`config.mk`:
```
export PLATFORM = sky130hd
export DESIGN_NAME = hall_edge_period_meter
export DESIGN_NICKNAME = d
export VERILOG_FILES = /design/src/rtl/hepm_pkg.sv /design/src/rtl/hepm_ring.sv /design/src/rtl/hepm_scale.sv /design/src/rtl/hall_edge_period_meter.sv
export SDC_FILE = /design/constraint.sdc
export NUM_CORES = 2
export LEC_CHECK = 0
export BUFFER_PORTS_ARGS = -buffer_cell sky130_fd_sc_hd__buf_2
export CAP_MARGIN = 20
export CELL_PAD_IN_SITES_DETAIL_PLACEMENT = 0
export CELL_PAD_IN_SITES_GLOBAL_PLACEMENT = 1
export CORE_MARGIN = 4
export CORE_UTILIZATION = 40
export DETAILED_ROUTE_END_ITERATION = 12
export PLACE_DENSITY_LB_ADDON = 0.1
export SLEW_MARGIN = 20
export SYNTH_ARGS = -nofsm -noshare
export SYNTH_HDL_FRONTEND = slang
export SYNTH_SLANG_ARGS = --single-unit
```
`constraint.sdc`:
```
create_clock -name clk -period 9 [get_ports clk]
set_input_delay 1.35 -clock clk [delete_from_list [all_inputs] [get_ports clk]]
set_output_delay 1.35 -clock clk [all_outputs]
set_load 0.02 [all_outputs]
```
`src/rtl/hepm_pkg.sv`:
```
// shared types and constants for the hall edge period meter
`timescale 1ns / 1ps
`default_nettype none

package hepm_pkg;

	localparam int TS_W  = 32;
	localparam int RES_W = 16;
	localparam int CNT_W = 8;

	// edge count after reset, so the first result counts as zero or one
	localparam logic [CNT_W-1:0] CNT_RESET = 8'hFF;

	// reciprocal constants, exact for every 32-bit dividend
	localparam logic [TS_W-1:0] DIV_TENTH_MUL   = 32'h51EB851F;
	localparam int              DIV_TENTH_SHIFT = 37;
	localparam logic [TS_W-1:0] DIV_MS_MUL      = 32'h10624DD3;
	localparam int              DIV_MS_SHIFT    = 38;

	// smallest dividends whose quotient no longer fits in 16 bits
	localparam logic [TS_W-1:0] TENTH_SAT_MIN = 32'd6553600;
	localparam logic [TS_W-1:0] MS_SAT_MIN    = 32'd65536000;
	localparam logic [RES_W-1:0] RES_SAT      = 16'hFFFF;

	typedef struct packed {
		logic [TS_W-1:0]  dt;
		logic [TS_W-1:0]  sum;
		logic             rev_valid;
		logic [CNT_W-1:0] cnt;
	} scale_in_t;

endpackage

`default_nettype wire

```
`src/rtl/hepm_ring.sv`:
```
// interval ring memory with prefetched read of the slot to be replaced
`timescale 1ns / 1ps
`default_nettype none

module hepm_ring #(
	parameter int DEPTH = 8
) (
	input  wire logic                      clk,
	input  wire logic                      arst_n,
	input  wire logic                      push,
	input  wire logic [hepm_pkg::TS_W-1:0] push_data,
	output logic      [hepm_pkg::TS_W-1:0] old_data
);

	localparam int PTR_W = $clog2(DEPTH);

	logic [hepm_pkg::TS_W-1:0] mem [DEPTH];
	logic [DEPTH-1:0]          vld_q;
	logic [PTR_W-1:0]          ptr_q;
	logic [PTR_W-1:0]          ptr_nxt;
	logic [hepm_pkg::TS_W-1:0] rd_data_q;
	logic                      rd_vld_q;

	assign ptr_nxt  = (ptr_q == PTR_W'(DEPTH - 1)) ? '0 : ptr_q + 1'b1;
	assign old_data = rd_vld_q ? rd_data_q : '0;

	// data array and prefetch of the next slot
	always_ff @(posedge clk) begin
		if (push) begin
			mem[ptr_q] <= push_data;
			rd_data_q  <= mem[ptr_nxt];
		end
	end

	always_ff @(posedge clk or negedge arst_n) begin
		if (!arst_n) begin
			vld_q    <= '0;
			ptr_q    <= '0;
			rd_vld_q <= 1'b0;
		end else if (push) begin
			vld_q[ptr_q] <= 1'b1;
			ptr_q        <= ptr_nxt;
			rd_vld_q     <= vld_q[ptr_nxt];
		end
	end

endmodule

`default_nettype wire

```
`src/rtl/hepm_scale.sv`:
```
// reciprocal scaling and saturation of interval and window sum
`timescale 1ns / 1ps
`default_nettype none

module hepm_scale (
	input  wire hepm_pkg::scale_in_t         sc,
	output logic [hepm_pkg::RES_W-1:0]       delta_tenth,
	output logic [hepm_pkg::RES_W-1:0]       rev_ms
);

	logic [2*hepm_pkg::TS_W-1:0] prod_tenth;
	logic [2*hepm_pkg::TS_W-1:0] prod_ms;
	logic                        sat_tenth;
	logic                        sat_ms;

	assign prod_tenth = (2*hepm_pkg::TS_W)'(sc.dt) * (2*hepm_pkg::TS_W)'(hepm_pkg::DIV_TENTH_MUL);
	assign prod_ms    = (2*hepm_pkg::TS_W)'(sc.sum) * (2*hepm_pkg::TS_W)'(hepm_pkg::DIV_MS_MUL);
	assign sat_tenth  = sc.dt >= hepm_pkg::TENTH_SAT_MIN;
	assign sat_ms     = sc.sum >= hepm_pkg::MS_SAT_MIN;

	always_comb begin
		delta_tenth = sat_tenth ? hepm_pkg::RES_SAT
			: prod_tenth[hepm_pkg::DIV_TENTH_SHIFT +: hepm_pkg::RES_W];
		if (!sc.rev_valid) begin
			rev_ms = '0;
		end else begin
			rev_ms = sat_ms ? hepm_pkg::RES_SAT
				: prod_ms[hepm_pkg::DIV_MS_SHIFT +: hepm_pkg::RES_W];
		end
	end

endmodule

`default_nettype wire

```
`src/rtl/hall_edge_period_meter.sv`:
```
// hall edge period meter top level
// an accepted edge passes the stage one input register, stage two and the output register before its result shows
// throughput: one edge per cycle while out_ready keeps the output flowing; the running state is updated in stage one
// the first edge after reset only stores its timestamp and yields no result
// reset clears the pipeline, edge count (to 255), window sum and ring valid bits at once
`timescale 1ns / 1ps
`default_nettype none

module hall_edge_period_meter #(
	parameter int WINDOW_DEPTH = 8
) (
	input  wire logic                         clk,
	input  wire logic                         arst_n,
	input  wire logic                         in_valid,
	output logic                              in_ready,
	input  wire logic [hepm_pkg::TS_W-1:0]    timestamp_us,
	input  wire logic                         pin_level,
	output logic                              out_valid,
	input  wire logic                         out_ready,
	output logic      [hepm_pkg::RES_W-1:0]   delta_tenth_ms,
	output logic      [hepm_pkg::CNT_W-1:0]   pulse_count,
	output logic                              rev_valid,
	output logic      [hepm_pkg::RES_W-1:0]   rev_time_ms
);

	// stage one input register
	logic                        v1_q;
	logic [hepm_pkg::TS_W-1:0]   ts_s1;
	logic                        lvl_s1;

	// running state
	logic                        have_prev_q;
	logic [hepm_pkg::TS_W-1:0]   last_ts_q;
	logic [hepm_pkg::CNT_W-1:0]  count_q;
	logic [hepm_pkg::TS_W-1:0]   sum_q;

	// stage two
	logic                        v2_q;
	hepm_pkg::scale_in_t         sc_s2;

	// output register
	logic                        out_valid_q;
	logic [hepm_pkg::RES_W-1:0]  delta_q;
	logic [hepm_pkg::CNT_W-1:0]  cnt_q;
	logic                        rev_valid_q;
	logic [hepm_pkg::RES_W-1:0]  rev_ms_q;

	logic                        out_free;
	logic                        s2_free;
	logic                        fire1;
	logic                        push;
	logic [hepm_pkg::TS_W-1:0]   dt;
	logic [hepm_pkg::TS_W-1:0]   old_dt;
	logic [hepm_pkg::TS_W-1:0]   sum_nxt;
	logic [hepm_pkg::CNT_W-1:0]  cnt_nxt;
	logic [hepm_pkg::RES_W-1:0]  delta_nxt;
	logic [hepm_pkg::RES_W-1:0]  rev_ms_nxt;

	assign out_free = !out_valid_q || out_ready;
	assign s2_free  = !v2_q || out_free;
	assign fire1    = v1_q && (!have_prev_q || s2_free);
	assign push     = fire1 && have_prev_q;
	assign in_ready = !v1_q || fire1;

	assign dt      = ts_s1 - last_ts_q;
	assign sum_nxt = sum_q - old_dt + dt;
	// one step, plus one more when parity disagrees with the level
	assign cnt_nxt = count_q + ((lvl_s1 == count_q[0]) ? hepm_pkg::CNT_W'(2)
		: hepm_pkg::CNT_W'(1));

	hepm_ring #(
		.DEPTH(WINDOW_DEPTH)
	) u_ring (
		.clk      (clk),
		.arst_n   (arst_n),
		.push     (push),
		.push_data(dt),
		.old_data (old_dt)
	);

	hepm_scale u_scale (
		.sc         (sc_s2),
		.delta_tenth(delta_nxt),
		.rev_ms     (rev_ms_nxt)
	);

	// payload registers
	always_ff @(posedge clk) begin
		if (in_valid && in_ready) begin
			ts_s1  <= timestamp_us;
			lvl_s1 <= pin_level;
		end
		if (push) begin
			sc_s2.dt        <= dt;
			sc_s2.sum       <= sum_nxt;
			sc_s2.rev_valid <= (old_dt != '0);
			sc_s2.cnt       <= cnt_nxt;
		end
		if (out_free && v2_q) begin
			delta_q     <= delta_nxt;
			cnt_q       <= sc_s2.cnt;
			rev_valid_q <= sc_s2.rev_valid;
			rev_ms_q    <= rev_ms_nxt;
		end
	end

	// control and running state
	always_ff @(posedge clk or negedge arst_n) begin
		if (!arst_n) begin
			v1_q        <= 1'b0;
			v2_q        <= 1'b0;
			out_valid_q <= 1'b0;
			have_prev_q <= 1'b0;
			last_ts_q   <= '0;
			count_q     <= hepm_pkg::CNT_RESET;
			sum_q       <= '0;
		end else begin
			if (in_ready) begin
				v1_q <= in_valid;
			end
			if (s2_free) begin
				v2_q <= push;
			end
			if (out_free) begin
				out_valid_q <= v2_q;
			end
			if (fire1) begin
				have_prev_q <= 1'b1;
				last_ts_q   <= ts_s1;
			end
			if (push) begin
				count_q <= cnt_nxt;
				sum_q   <= sum_nxt;
			end
		end
	end

	assign out_valid      = out_valid_q;
	assign delta_tenth_ms = delta_q;
	assign pulse_count    = cnt_q;
	assign rev_valid      = rev_valid_q;
	assign rev_time_ms    = rev_ms_q;

	// first edge never reaches stage two
	a_first_no_result: assert property (@(posedge clk) disable iff (!arst_n)
		fire1 && !have_prev_q |=> !v2_q)
		else $error("first edge produced a result");

	// count parity follows the pin level of the same edge
	a_parity: assert property (@(posedge clk) disable iff (!arst_n)
		push |=> sc_s2.cnt[0] == $past(lvl_s1))
		else $error("pulse count parity mismatch");

	// window time is zero whenever it is not meaningful
	a_rev_zero: assert property (@(posedge clk) disable iff (!arst_n)
		out_valid_q && !rev_valid_q |-> rev_ms_q == '0)
		else $error("rev time nonzero without rev valid");

endmodule

`default_nettype wire

```
# Word level (Yosys, flattened, before mapping)
# Memories as Yosys holds them, arrays and structs flattened. A register that Yosys moved wholly into a read port is not among the register bits.
# Cells that the tools add are included.
[totals]
n_memories = 1
latchBits = 0
regBits = 235
ramBits = 256
romBits = 0
[classes]
n_mux = 10
mul = 2
n_reduce_logical = 14
shifts = 0
n_bitwise = 1
addsub = 5
order_cmp = 5
n_div = 0
eq_ne = 2
[memory_table]
columns = ["memory", "words", "width", "read_ports", "rd_clocked_by_memory_dff", "wr", "line", "text"]
rows = [
  ["u_ring.mem", 8, 32, 1, 1, 1, "hepm_ring.sv:17", "logic [hepm_pkg::TS_W-1:0] mem [DEPTH];"],
]
[ops]
columns = ["operator", "n"]
rows = [
  ["$sub A32 B32 Y32", 2],
  ["$mul A32 B29 Y54 const B", 1],
  ["$mul A32 B31 Y53 const B", 1],
  ["$add A32 B32 Y32", 1],
  ["$ge A32 B23 Y1 const B", 1],
  ["$ge A32 B26 Y1 const B", 1],
  ["$mux W32", 1],
  ["$reduce_bool A32 Y1", 1],
  ["$mux W16", 1],
  ["$add A8 B2 Y8", 1],
  ["$lt A3 B4 Y1 const B", 2],
  ["$or A8 B8 Y8", 1],
  ["$logic_and A1 B1 Y1", 5],
  ["$logic_not A1 Y1", 4],
  ["$logic_or A1 B1 Y1", 4],
  ["$mux W1", 4],
  ["$add A3 B1 Y3 const B", 1],
  ["$bmux W1 S3", 1],
  ["$demux W1 S3", 1],
  ["$eq A3 B3 Y1 const B", 1],
  ["$ge A3 B1 Y1 const B", 1],
  ["$mux W3", 1],
  ["$mux W2", 1],
  ["$eq A1 B1 Y1", 1],
]

# Depth between registers and ports, before layout
[depth]
depth_word = 8
ltp_mapped = 26
depth_no_buf = 26

# Cells and area by module
# From an unflattened synthesis, not the netlist that was laid out.
[hier_totals]
cells_unflattened = 4603
hier_area_um2 = 53136.0
[modules_own_cells]
columns = ["module", "area_per_inst_um2", "seq_area_each_um2", "cells_each", "n_inst"]
rows = [
  ["hepm_scale", 29499.5, 0.0, 2951, 1],
  ["hepm_ring", 11858.9, 8948.6, 666, 1],
  ["hall_edge_period_meter", 11777.5, 6326.1, 986, 1],
]

# Worst setup path after synthesis
# Ideal clock, no wire load.
[synth_path]
path_kind = "register -> register"
start = "register sc_s2[57] in the netlist's numbering"
end = "register delta_q, in the netlist delta_tenth_ms[15] (data pin)"
period_less_slack_ns = 6.999
path_stages_with_launch = 25
slack_ns = 2.001
setup_time_ns = 0.267
arrival_ns = 6.732
cell_sequence = "edfxtp_1 inv_1 ha_1 inv_1 fa_1 inv_1 fa_1 fa_1 fa_1 fa_1 fa_1 inv_1 fa_1 inv_1 ha_1 a21o_1 a311o_1 a21oi_1 o21ai_0 o311ai_1 o221a_2 o22ai_1 o41a_1 xnor2_1 nand2_1"
[synth_between]
elab_chain_len = 1
[synth_lines]
columns = ["item", "line", "text"]
rows = [
  ["from (decl)", "hall_edge_period_meter.sv:39", "hepm_pkg::scale_in_t sc_s2;"],
  ["$mul A32 B31 Y53 or $ge A32 B23 Y1 (tied branches)", "hepm_scale.sv:16, hepm_scale.sv:18", ""],
  ["to (signal assigned)", "hall_edge_period_meter.sv:100", "delta_q <= delta_nxt;"],
  ["to (decl)", "hall_edge_period_meter.sv:43", "logic [hepm_pkg::RES_W-1:0] delta_q;"],
]
# Several ways; a longest one is shown, not always the timed one.
# A chain may end at the register's enable or synchronous reset.

# Final worst setup path
# Same ends and word-level chain as after synthesis.

==> metrics.md <==
| Metric | Value |
|---|---|
| Status | completed |
| WP data required | 9.40 ns |
| Critical path's largest stage delay | 0.70 ns |
| Grt ovf | 0 |
| Worst-Margin Slew | 1.07 ns |
| Post-route ant nets | 0 |
| Hpwl dp | 113000 um |
| Sink Count | 523 |
| CP Class | reg -> reg |
| Post-synth EDFFs | 435 |
| Clock Latency Late Sink | 0.66 ns |
| GPL Wtd Cong | approximately 0.91 |
| Clock Pin Slew Worst Setup and Hold Paths | 0.06 ns |
| Crit path capture | delta_tenth_ms[15] |
| F_max | approximately 120 MHz |
| Die area | 137000 sq um |
| RSZ-0062 raised after global routing | false |
| Routed wire length | roughly 140000 um |
| Syn_area_per_cell | 11.6 sq um |
| Post CTS Setup Buffer Count | 0 |
| Register bit count reported by yosys | approximately 520 |
| Placeable core area | 130000 sq um |
| Vias in the first global route | 34100 |
| Max-slew headroom | 28.4% |
| CTS H-tree lvls | 2 |
| First-pass GRT wire length | 215000 um |
| DIE HEIGHT | 370 um |
| Ys async rst share | 16.8% |
| Initial Utilization | 40.3% |
| CTS Buffer Depth | 3 |
| # setup viols final | 0 |
| Hold Vio Cnt, Final | 0 |
| Initial antenna violation count | 1 |
| Ys flop type | edfxtp_1 |
| Hold Path Class | reg -> reg |
| Fin. max-slew vios | 0 |
| NumNets Final | a little over 6000 |
| Number of max-cap violations | 0 |
| Slowest CP cell | edfxtp_1 |
| Yosys cell types | 88 |
| Worst r2r src | sc_s2[57] |
| Row cnt | roughly 130 |
| Arr. time, crit path | 8.41 ns |
| Overall via count from detail_route | 31300 |
| Die Wd | 370 um |
| WL/cell | 21.6 um |
| CTS buffer count | 58 |
| Synthesis-to-finish area growth | 9.14% |
| Initial DRT Pass Iterations | 5 |
| Residual DRC | 0 |
| Post-CTS Hold Buffers | 0 |
| CP delay by family, top | adder cells |
| Worst r2r path cells | 25 |
| Critical path capture point type | flip-flop |
| Mapped Cells | 4506 |
| Critical path buffers and inverters | 6 |
| Setup Total Neg Slack | 0 ns |
| Register area share after synthesis | 29.2% |
| Tot GR Track Use | 20.9% |
| Register-to-register setup slack | 0.98 ns |
| Layout cells sized above 1 | 7.55% |
| Tcrit/Tclk final | 89.1% |
| Worst path depth | 25 |
| # IOs | 80 |
| Tmin final | 8.02 ns |
| Post_cts resized | 0 |
| DR iter-0 viols | 1498 |
| CP Max Fanout | 10 |
| Ys Warns | 0 |
| Root Buffer | clkbuf_16 |
| Reg2reg end | delta_tenth_ms[15] |
| Mapped Area | 52400 sq um |
| Critical path startpoint | sc_s2[57] |
| Cell repeated most along the worst path | fa_1 |
| Synthesized Nets | 6043 |
| Vias per Instance | 4.87 |
| N_diodes | 0 |
| Critical path launch point type | flip-flop |
| Largest net degree at the start of global routing | 95 |
| Clock Skew | between 0.05 and 0.06 ns |
| CTS tree | yes |
| Port Buffers | 79 |
## placed cells by master (no fill, tap or decap), types with 79 or more instances in the layout
cell,count
nand2_1,166
edfxtp_1,435
fa_1,705
dfrtp_1,79
xnor2_1,84
a21oi_1,108
inv_1,1262
ha_1,794
o21ai_0,106
## logic make-up after synthesis
kind of cell             synth area share, %
adder cells (fa/ha/maj)                 45.9
multiplexers                            2.32
XOR/XNOR                                2.08
AO/OA/AOI/OAI                           6.75
flip-flops                              29.2
AND/OR/NAND/NOR                         4.29
buffers and inverters                   9.46
## layout make-up
class | instances | area (sq um)
timing repair buffer | 130 | 781
clock inverter | 29 | 374
clock buffer | 78 | 1570
tap | 1742 | 2180
fill | 12400 | 72700
sequential | 523 | 15300
multi-input combinational | 2663 | 32200
inverter | 1263 | 4750
## metal layers
layer,vias up,track usage (%),wire length (um)
li1,14900,-,-
met1,16000,29.9,66200
met2,372,35.4,67400
met3,103,1.57,3300
met4,0,3.25,2000
met5,-,0,0
## registers in the layout, indices dropped and copies added, names as in the netlist, 16 cells and up
signal            cells
ts_s1                32
rev_time_ms          16
sum_q                32
sc_s2                73
u_ring.mem          256
u_ring.rd_data_q     32
delta_tenth_ms       16
last_ts_q            32
## Yosys cell counts (13+ instances only)
master | count | share of area (%)
nand4_1 | 17 | 0.20
nand2_1 | 166 | 1.2
o21a_1 | 14 | 0.20
ha_1 | 795 | 19
nand3_1 | 30 | 0.29
o21ai_0 | 107 | 1.0
nor3_1 | 15 | 0.14
edfxtp_1 | 435 | 25
clkbuf_1 | 46 | 0.33
nand2b_1 | 17 | 0.20
fa_1 | 705 | 27
and3_1 | 17 | 0.20
o221ai_1 | 32 | 0.54
o21bai_1 | 13 | 0.19
o31a_1 | 13 | 0.22
nor2b_1 | 34 | 0.41
nor2_1 | 82 | 0.59
o21ai_1 | 14 | 0.13
a21oi_1 | 108 | 1.0
a21o_1 | 78 | 1.1
inv_1 | 1263 | 9.1
xor2_1 | 36 | 0.60
mux2_2 | 40 | 0.86
dfrtp_1 | 80 | 3.8
mux4_2 | 33 | 1.4
a211o_1 | 23 | 0.38
xnor2_1 | 84 | 1.4
and2_1 | 29 | 0.35
or2_2 | 13 | 0.16
a31oi_1 | 15 | 0.18
## worst min-delay path by stage
| stage | slack [ns] | end | from | depth (start not counted) |
|---|---|---|---|---|
| floorplan | 0.40 | pulse_count[0] | sc_s2[0] | 0 |
| global placement | 0.40 | pulse_count[7] | sc_s2[7] | 0 |
| detailed placement | 0.40 | pulse_count[6] | sc_s2[6] | 0 |
| CTS | 0.41 | pulse_count[5] | sc_s2[5] | 0 |
| global route | 0.43 | pulse_count[5] | sc_s2[5] | 0 |
| finish | 0.42 | pulse_count[6] | sc_s2[6] | 0 |
## through the flow
| stage | area (sq um) | util [%] | worst slack (ns) | hold WS [ns] | std cells |
|---|---|---|---|---|---|
| finish | 57200 | 44.0 | 0.983 | 0.417 | 6428 |
| CTS | 57200 | 44.0 | 0.924 | 0.413 | 6428 |
| global route | 57200 | 44.0 | 0.658 | 0.426 | 6428 |
| global placement | 55200 | 42.5 | 1.02 | 0.402 | 6321 |
| detailed placement | 55200 | 42.5 | 0.981 | 0.405 | 6321 |
| floorplan | 52400 | - | 2.00 | 0.400 | 4506 |
Power is not shown: default switching activity piles up to over one toggle a cycle in this logic, so the estimate is an artifact.
